===== src/rtl/core/mes_pkg.sv =====
// Package for the motion event segmenter: widths, reset values, register
// indices and the structs passed between the top level and the update logic.
// No dependencies.
package mes_pkg;

  localparam int INDEX_BITS  = 32;
  localparam int SAMPLE_BITS = 32;

  localparam int IDX_W   = INDEX_BITS;
  localparam int MAG_W   = SAMPLE_BITS - 1;
  localparam int THR_W   = 31;
  localparam int LIM_W   = 16;
  localparam int QCNT_W  = LIM_W + 1;
  localparam int OUT_W   = 32;
  localparam int WIDE_W  = 64;
  localparam int CMP_W   = (MAG_W > THR_W) ? MAG_W : THR_W;
  localparam int CFG_IDX_W  = 2;
  localparam int CFG_DATA_W = THR_W;

  localparam logic [THR_W-1:0] START_THR_RST = THR_W'(200000);
  localparam logic [THR_W-1:0] END_THR_RST   = THR_W'(650000);
  localparam logic [LIM_W-1:0] QUIET_LIM_RST = LIM_W'(40);

  typedef enum logic [CFG_IDX_W-1:0] {
    REG_START_THR = 2'd0,
    REG_END_THR   = 2'd1,
    REG_QUIET_LIM = 2'd2
  } mes_reg_t;

  typedef struct packed {
    logic [THR_W-1:0] start_thr;
    logic [THR_W-1:0] end_thr;
    logic [LIM_W-1:0] quiet_lim;
  } mes_cfg_t;

  typedef struct packed {
    logic              moving;
    logic [QCNT_W-1:0] quiet_count;
    logic [IDX_W-1:0]  event_start;
    logic [IDX_W-1:0]  sample_index;
    logic [OUT_W-1:0]  event_count;
  } mes_state_t;

  typedef struct packed {
    logic             emit;
    logic             has_segment;
    logic [OUT_W-1:0] seg_start;
    logic [OUT_W-1:0] seg_end;
    logic             flushed;
    logic [OUT_W-1:0] event_total;
    logic             final_res;
  } mes_result_t;

endpackage


===== src/rtl/core/mes_update.sv =====
// Per-sample update of the segmenter: next state and result for one sample.
// Purely combinational. Depends on mes_pkg.
module mes_update (
  input  mes_pkg::mes_cfg_t               cfg,
  input  mes_pkg::mes_state_t             state,
  input  logic [mes_pkg::MAG_W-1:0]       mag,
  input  logic                            last,
  output mes_pkg::mes_state_t             state_nxt,
  output mes_pkg::mes_result_t            res
);
  import mes_pkg::*;

  logic [CMP_W-1:0]  mag_c;
  logic [CMP_W-1:0]  start_c;
  logic [CMP_W-1:0]  end_c;
  logic [WIDE_W-1:0] lim_w;
  logic [IDX_W-1:0]  lim_i;
  logic [QCNT_W-1:0] qc_inc;
  logic [IDX_W-1:0]  close_end;
  logic [IDX_W-1:0]  close_len;
  logic [IDX_W-1:0]  idx_inc;
  logic [IDX_W-1:0]  flush_end;
  logic [WIDE_W-1:0] start_w;
  logic [WIDE_W-1:0] end_w;
  logic [WIDE_W-1:0] s_start;
  logic [WIDE_W-1:0] s_end;
  logic              has;
  logic              counted;
  mes_state_t        st;

  assign mag_c     = CMP_W'(mag);
  assign start_c   = CMP_W'(cfg.start_thr);
  assign end_c     = CMP_W'(cfg.end_thr);
  assign lim_w     = WIDE_W'(cfg.quiet_lim);
  assign lim_i     = lim_w[IDX_W-1:0];
  assign qc_inc    = state.quiet_count + QCNT_W'(1);
  assign close_end = state.sample_index - lim_i;
  assign close_len = close_end - state.event_start;
  assign idx_inc   = state.sample_index + IDX_W'(1);
  // end of a flushed event, clamped at zero
  assign flush_end = (WIDE_W'(idx_inc) < lim_w) ? '0 : (idx_inc - lim_i);

  always_comb begin
    st      = state;
    has     = 1'b0;
    counted = 1'b0;
    start_w = '0;
    end_w   = '0;
    if (state.moving) begin
      if (mag_c < end_c) begin
        st.quiet_count = qc_inc;
        if (QCNT_W'(cfg.quiet_lim) < qc_inc) begin
          st.moving = 1'b0;
          if (WIDE_W'(close_len) >= lim_w) begin
            counted = 1'b1;
            has     = 1'b1;
            start_w = WIDE_W'(state.event_start);
            end_w   = WIDE_W'(close_end);
          end
        end
      end else begin
        st.quiet_count = '0;
      end
    end else if (mag_c > start_c) begin
      st.moving      = 1'b1;
      st.quiet_count = '0;
      st.event_start = state.sample_index;
    end
    if (counted && (state.event_count != '1)) begin
      st.event_count = state.event_count + OUT_W'(1);
    end
    st.sample_index = idx_inc;
  end

  always_comb begin
    s_start = start_w;
    s_end   = end_w;
    if (last && st.moving) begin
      s_start = WIDE_W'(st.event_start);
      s_end   = WIDE_W'(flush_end);
    end
  end

  always_comb begin
    res.emit        = has || last;
    res.has_segment = has || (last && st.moving);
    res.seg_start   = s_start[OUT_W-1:0];
    res.seg_end     = s_end[OUT_W-1:0];
    res.flushed     = last && st.moving;
    res.event_total = st.event_count;
    res.final_res   = last;
  end

  // the last sample of a stream returns everything to its reset values
  always_comb begin
    state_nxt = st;
    if (last) begin
      state_nxt = '0;
    end
  end

endmodule


===== src/rtl/core/motion_event_segmenter_unit.sv =====
// Top level of the motion event segmenter: config registers, sample input
// register, stream state and result register. Depends on mes_pkg, mes_update.
//
// Usage
//   Input channel (in_valid/in_ready): one signed sample per transaction,
//   with in_stream_end marking the last sample of a stream. Samples are
//   numbered from zero within each stream.
//   Result channel (out_valid/out_ready): a transaction is issued when a
//   counted event closes, and always for the last sample of a stream
//   (final_res set, with any open event flushed). Other samples give nothing.
//   Config port: cfg_wr_en writes cfg_wdata to register cfg_index at the
//   clock edge (0 start threshold, 1 end threshold, 2 quiet limit); other
//   indices are ignored. Write only while the block is idle.
// Timing
//   One sample per cycle sustained while the receiver keeps out_ready high.
//   After the accepting edge the sample sits in the input register
//   (magnitude), then the state update loads the result register and out_valid rises if a result is emitted.
//   When the receiver stalls, one result is held in the output register and
//   one sample waits in the input register; in_ready then drops.
// Reset
//   rst_n (synchronous, active low) empties both registers, clears the
//   stream state and loads the threshold/limit reset values.
module motion_event_segmenter_unit (
  input  logic                               clk,
  input  logic                               rst_n,
  input  logic                               in_valid,
  output logic                               in_ready,
  input  logic signed [31:0]                 in_sample,
  input  logic                               in_stream_end,
  output logic                               out_valid,
  input  logic                               out_ready,
  output logic                               out_has_segment,
  output logic [31:0]                        out_seg_start,
  output logic [31:0]                        out_seg_end,
  output logic                               out_flushed,
  output logic [31:0]                        out_event_total,
  output logic                               out_final_res,
  input  logic                               cfg_wr_en,
  input  logic [mes_pkg::CFG_IDX_W-1:0]      cfg_index,
  input  logic [mes_pkg::CFG_DATA_W-1:0]     cfg_wdata
);
  import mes_pkg::*;

  // saturating magnitude of a SAMPLE_BITS two's complement value
  function automatic logic [MAG_W-1:0] sample_mag(input logic [SAMPLE_BITS-1:0] v);
    logic [SAMPLE_BITS-1:0] neg;
    neg = ~v + SAMPLE_BITS'(1);
    if (!v[SAMPLE_BITS-1]) begin
      return v[MAG_W-1:0];
    end else if (v[MAG_W-1:0] == '0) begin
      return '1;  // most negative value saturates
    end else begin
      return neg[MAG_W-1:0];
    end
  endfunction

  mes_cfg_t            cfg_r;
  mes_state_t          state_r;
  mes_state_t          state_nxt;
  mes_result_t         res;
  mes_result_t         out_r;

  logic                s1_valid_r;
  logic [MAG_W-1:0]    s1_mag_r;
  logic                s1_last_r;
  logic                out_valid_r;
  logic                advance;
  logic [WIDE_W-1:0]   raw_w;

  assign raw_w = WIDE_W'($unsigned(in_sample));

  // config registers
  always_ff @(posedge clk) begin
    if (!rst_n) begin
      cfg_r.start_thr <= START_THR_RST;
      cfg_r.end_thr   <= END_THR_RST;
      cfg_r.quiet_lim <= QUIET_LIM_RST;
    end else if (cfg_wr_en) begin
      unique case (cfg_index)
        REG_START_THR: cfg_r.start_thr <= cfg_wdata;
        REG_END_THR:   cfg_r.end_thr   <= cfg_wdata;
        REG_QUIET_LIM: cfg_r.quiet_lim <= cfg_wdata[LIM_W-1:0];
        default: ;
      endcase
    end
  end

  // the input stage moves on when the result slot is free or being emptied
  assign advance  = s1_valid_r && (!out_valid_r || out_ready);
  assign in_ready = !s1_valid_r || advance;

  always_ff @(posedge clk) begin
    if (!rst_n) begin
      s1_valid_r <= 1'b0;
    end else if (in_ready) begin
      s1_valid_r <= in_valid;
    end
  end

  always_ff @(posedge clk) begin
    if (in_valid && in_ready) begin
      s1_mag_r  <= sample_mag(raw_w[SAMPLE_BITS-1:0]);
      s1_last_r <= in_stream_end;
    end
  end

  mes_update u_update (
    .cfg       (cfg_r),
    .state     (state_r),
    .mag       (s1_mag_r),
    .last      (s1_last_r),
    .state_nxt (state_nxt),
    .res       (res)
  );

  always_ff @(posedge clk) begin
    if (!rst_n) begin
      state_r <= '0;
    end else if (advance) begin
      state_r <= state_nxt;
    end
  end

  // result register; samples that yield nothing are dropped here
  always_ff @(posedge clk) begin
    if (!rst_n) begin
      out_valid_r <= 1'b0;
    end else if (advance) begin
      out_valid_r <= res.emit;
    end else if (out_ready) begin
      out_valid_r <= 1'b0;
    end
  end

  always_ff @(posedge clk) begin
    if (advance && res.emit) begin
      out_r <= res;
    end
  end

  assign out_valid       = out_valid_r;
  assign out_has_segment = out_r.has_segment;
  assign out_seg_start   = out_r.seg_start;
  assign out_seg_end     = out_r.seg_end;
  assign out_flushed     = out_r.flushed;
  assign out_event_total = out_r.event_total;
  assign out_final_res   = out_r.final_res;

endmodule


===== config.mk =====
export PLATFORM = sky130hd
export DESIGN_NAME = motion_event_segmenter_unit
export DESIGN_NICKNAME = d
export VERILOG_FILES = /design/src/rtl/core/mes_pkg.sv /design/src/rtl/core/mes_update.sv /design/src/rtl/core/motion_event_segmenter_unit.sv
export SDC_FILE = /design/constraint.sdc
export NUM_CORES = 1
export LEC_CHECK = 0
export ABC_CLOCK_PERIOD_IN_PS = 16000
export BUFFER_PORTS_ARGS = -buffer_cell sky130_fd_sc_hd__buf_4
export CORE_MARGIN = 2
export CORE_UTILIZATION = 30
export DETAILED_ROUTE_END_ITERATION = 7
export PLACE_DENSITY = 0.55
export SYNTH_ARGS = -nofsm -noshare
export SYNTH_HDL_FRONTEND = slang
export SYNTH_HIERARCHICAL = 1
export SYNTH_SLANG_ARGS = --single-unit

===== constraint.sdc =====
create_clock -name clk -period 16 [get_ports clk]
set_clock_uncertainty 0.1 [all_clocks]
set_input_delay 0.8 -clock clk [delete_from_list [all_inputs] [get_ports clk]]
set_output_delay 0.8 -clock clk [all_outputs]
set_load 0.03 [all_outputs]

==> results.cfg <==
[synth]
synthTopCellsByArea = edfxtp_1 (17%), dfxtp_1 (17%), ha_1 (8.8%), nand2_1 (8.8%), a21boi_0 (6.0%)
synth-seq-cells = 325
yosys.area.top_type_share_pct = 17.4
yosysWarnings = 6
synth_area_per_cell_um2 = 8.26
syn-cell-area_um2 = 22600
synth-main-ff-cell = dfxtp_1
synth_xor_area_share_pct = 5.77
async_reset_ff_share_pct = 0
synth_common_cells = nand2_1 (528), dfxtp_1 (194), nor2_1 (191)
synth_edf_count = 131
synth-compound-area-share_pct = 18.0
synth.distinct_cells = 84
synthMuxAreaShare_pct = 3.56
synth_top_family_by_area = simple AND/OR/NAND/NOR gates
synth_most_common_cell = nand2_1
seq_area_frac_synth_pct = 34.5
netlist_instances = 2741
yosys.area_share.simple_pct = 23.9
syn-num-nets = 2974
synthAdderAreaFrac_pct = 9.06
yosysTopAreaCell = edfxtp_1

[sta]
tightest_slew_ps = 1180
timing.fmax_mhz = 124
rsz0062_at_grt = no
final-hold-violation-count = 0
slew_headroom_pct = 21.3
slew_violations = 0
setup_viol = 0
fin_setup_tns_ps = 0
fin_crit_ps = 8040
finalCritPeriodShare_pct = 50.3

[route]
drc = 0
vias = 19200
post_drt_wl_per_cell_um = 17.1
wl_mm = 65.5
drt_iter0_drc = 1126
dr.pass1.iters = 5
vias_per_cell = 5.02
drtAntennaViolNets = 0

[cts]
clock-sinks = 325
cts_htree_levels = 2
root_buffer = clkbuf_16
cts_buffers = 41
clkLatencyLatePin_ps = 560
clockBufferDepth = 3
ctsHoldBuffers = 0
clk_pin_slew_ps = 60
cts_setup_buffers = 0
post_cts_resized = 0
cts_tree = built

[critical_path]
r2r_cells = 31
start_kind = flip-flop
r2r_start = state_r[32]
cp-end-kind = flip-flop
arrival_ps = 8130
critPathMaxFanout = 70
ff2ff_setup_slack_ps = 7960
worstSetupStartpoint = state_r[32]
path_class = flip-flop to flip-flop
r2r-end = out_seg_end[13]
critPathMaxStageDelay_ps = 570
crit_path_frequent_cell = o21ai_0
cpMaxStageDelayCell = or4_4
worstPathRequired_ps = 16090

[die]
start_util_pct = 30.3
io_pins = 172
die-area_um2 = 77600
coreArea_um2 = 74600
rows = 100
die_y_um = 279
fp.dieW_um = 279

[final_layout]
final_layout_size_suffix_gt1_share_pct = 11.4
seq_area_um2 = 7820
final_util_pct = 35.1
n_antenna_cell = 0
multi_input_comb_area_um2 = 13700
nFillCells = 7805
syn2layout_area_growth_pct = 15.8
nets = 3061

[power]
powerDensity_nw_per_um2 = 81.2
peakVddDrop_mv = 0.0604
p_leak_nw = 10.1

[outcome]
status = complete, no violations

[hold_path]
worstHoldStart = in_stream_end
hp-class = input pin to flip-flop
min_path_cells = 1
holdPathEnd = s1_last_r

[global_routing]
gr-usage-all-layers_pct = 16.5
grt_pass1_vias = 18200
grt_pass1_wl_mm = 103
grt_antenna_before_repair = 1
grt_max_degree = 85
grt_overflow = 0

[run]
drv_cap = 0

[place]
portBuffers = 171
place_hpwl_mm = 48.3
gp_congestion = 0.909
-- metal layers --
metal  GRT usage [%]  wire length, µm  vias to the layer above
met5               0                0                        -
met4            3.65             1110                        0
met3            2.36             3300                       72
met2            27.6            30700                      442
met1            22.4            30400                     8947
li1                -                -                     9761
-- power by group --
group          internal, mW  switching, mW
logic                0.0829          0.140
clock network         0.636          0.380
registers             0.879         0.0112
-- sequential cells by signal (all words and copies together) (netlist names) --
register / flops
state_r: 114
cfg_r: 78
out_event_total: 32
out_seg_end: 32
out_seg_start: 32
s1_mag_r: 31
out_final_res: 1
out_flushed: 1
out_has_segment: 1
out_valid: 1
s1_last_r: 1
s1_valid_r: 1
-- worst max-delay path by stage --
stage                    endpoint  slack, ps  cells past startpoint
2_1_floorplan  out_event_total[0]       8410                     32
3_3_place_gp    out_seg_start[13]       8010                     31
3_5_place_dp      out_seg_end[15]       7950                     31
4_1_cts           out_seg_end[18]       7900                     31
5_1_grt           out_seg_end[18]       7140                     31
6_report          out_seg_end[13]       7960                     31
-- worst max-delay path: cells and delay by family, from the launching register on --
| family | cells | cell delay (ps) |
|---|---|---|
| AO/OA/AOI/OAI | 13 | 2870 |
| AND/OR/NAND/NOR | 9 | 1860 |
| adder cells (fa/ha/maj) | 4 | 1230 |
| buffers and inverters | 3 | 690 |
| flip-flops | 1 | 500 |
| XOR/XNOR | 2 | 340 |
-- final cells by class --
cell class,instances,area share (%)
clock buffer,55,4.51
clock inverter,21,1.18
inverter,147,2.12
multi-input combinational,2122,52.2
sequential,325,29.8
tap,969,4.63
timing repair buffer,191,5.47
-- kinds of logic after synthesis --
| family | after synthesis |
|---|---|
| AOI/OAI and AO/OA | 598 |
| xor gates and xnor gates | 149 |
| adders and majority gates | 162 |
| buffers and inverters | 294 |
| DFF | 325 |
| muxes | 73 |
| and+or+nand+nor | 1140 |
-- cells in the final DEF (no fill, tap or decap), types with 44 or more instances in the layout --
| master | Yosys | routed |
|---|---|---|
| nand2_1 | 528 | 527 |
| dfxtp_1 | 194 | 194 |
| buf_4 | 6 | 191 |
| nor2_1 | 191 | 190 |
| a21boi_0 | 181 | 181 |
| ha_1 | 159 | 159 |
| inv_1 | 147 | 146 |
| edfxtp_1 | 131 | 131 |
| a21oi_1 | 107 | 104 |
| o21ai_0 | 100 | 100 |
| nand3_1 | 83 | 82 |
| xnor2_1 | 77 | 77 |
| nor2b_1 | 72 | 72 |
| xor2_1 | 72 | 72 |
| nor3_1 | 45 | 45 |
| mux2i_1 | 44 | 44 |
| clkbuf_16 | 0 | 44 |
-- per-stage QoR --
stage	cells	cell area (µm²)	hold slack (ps)	worst slack (ps)	power [mW]
floorplan	2741	22600	341	8410	1.05
detailed placement	3754	24700	354	7950	1.13
global route	3830	26200	287	7140	2.22
CTS	3830	26200	283	7900	2.16
global placement	3754	24700	353	8010	1.13
finish	3830	26200	323	7960	2.13
Note: power is estimated with default switching activity, not from simulation.
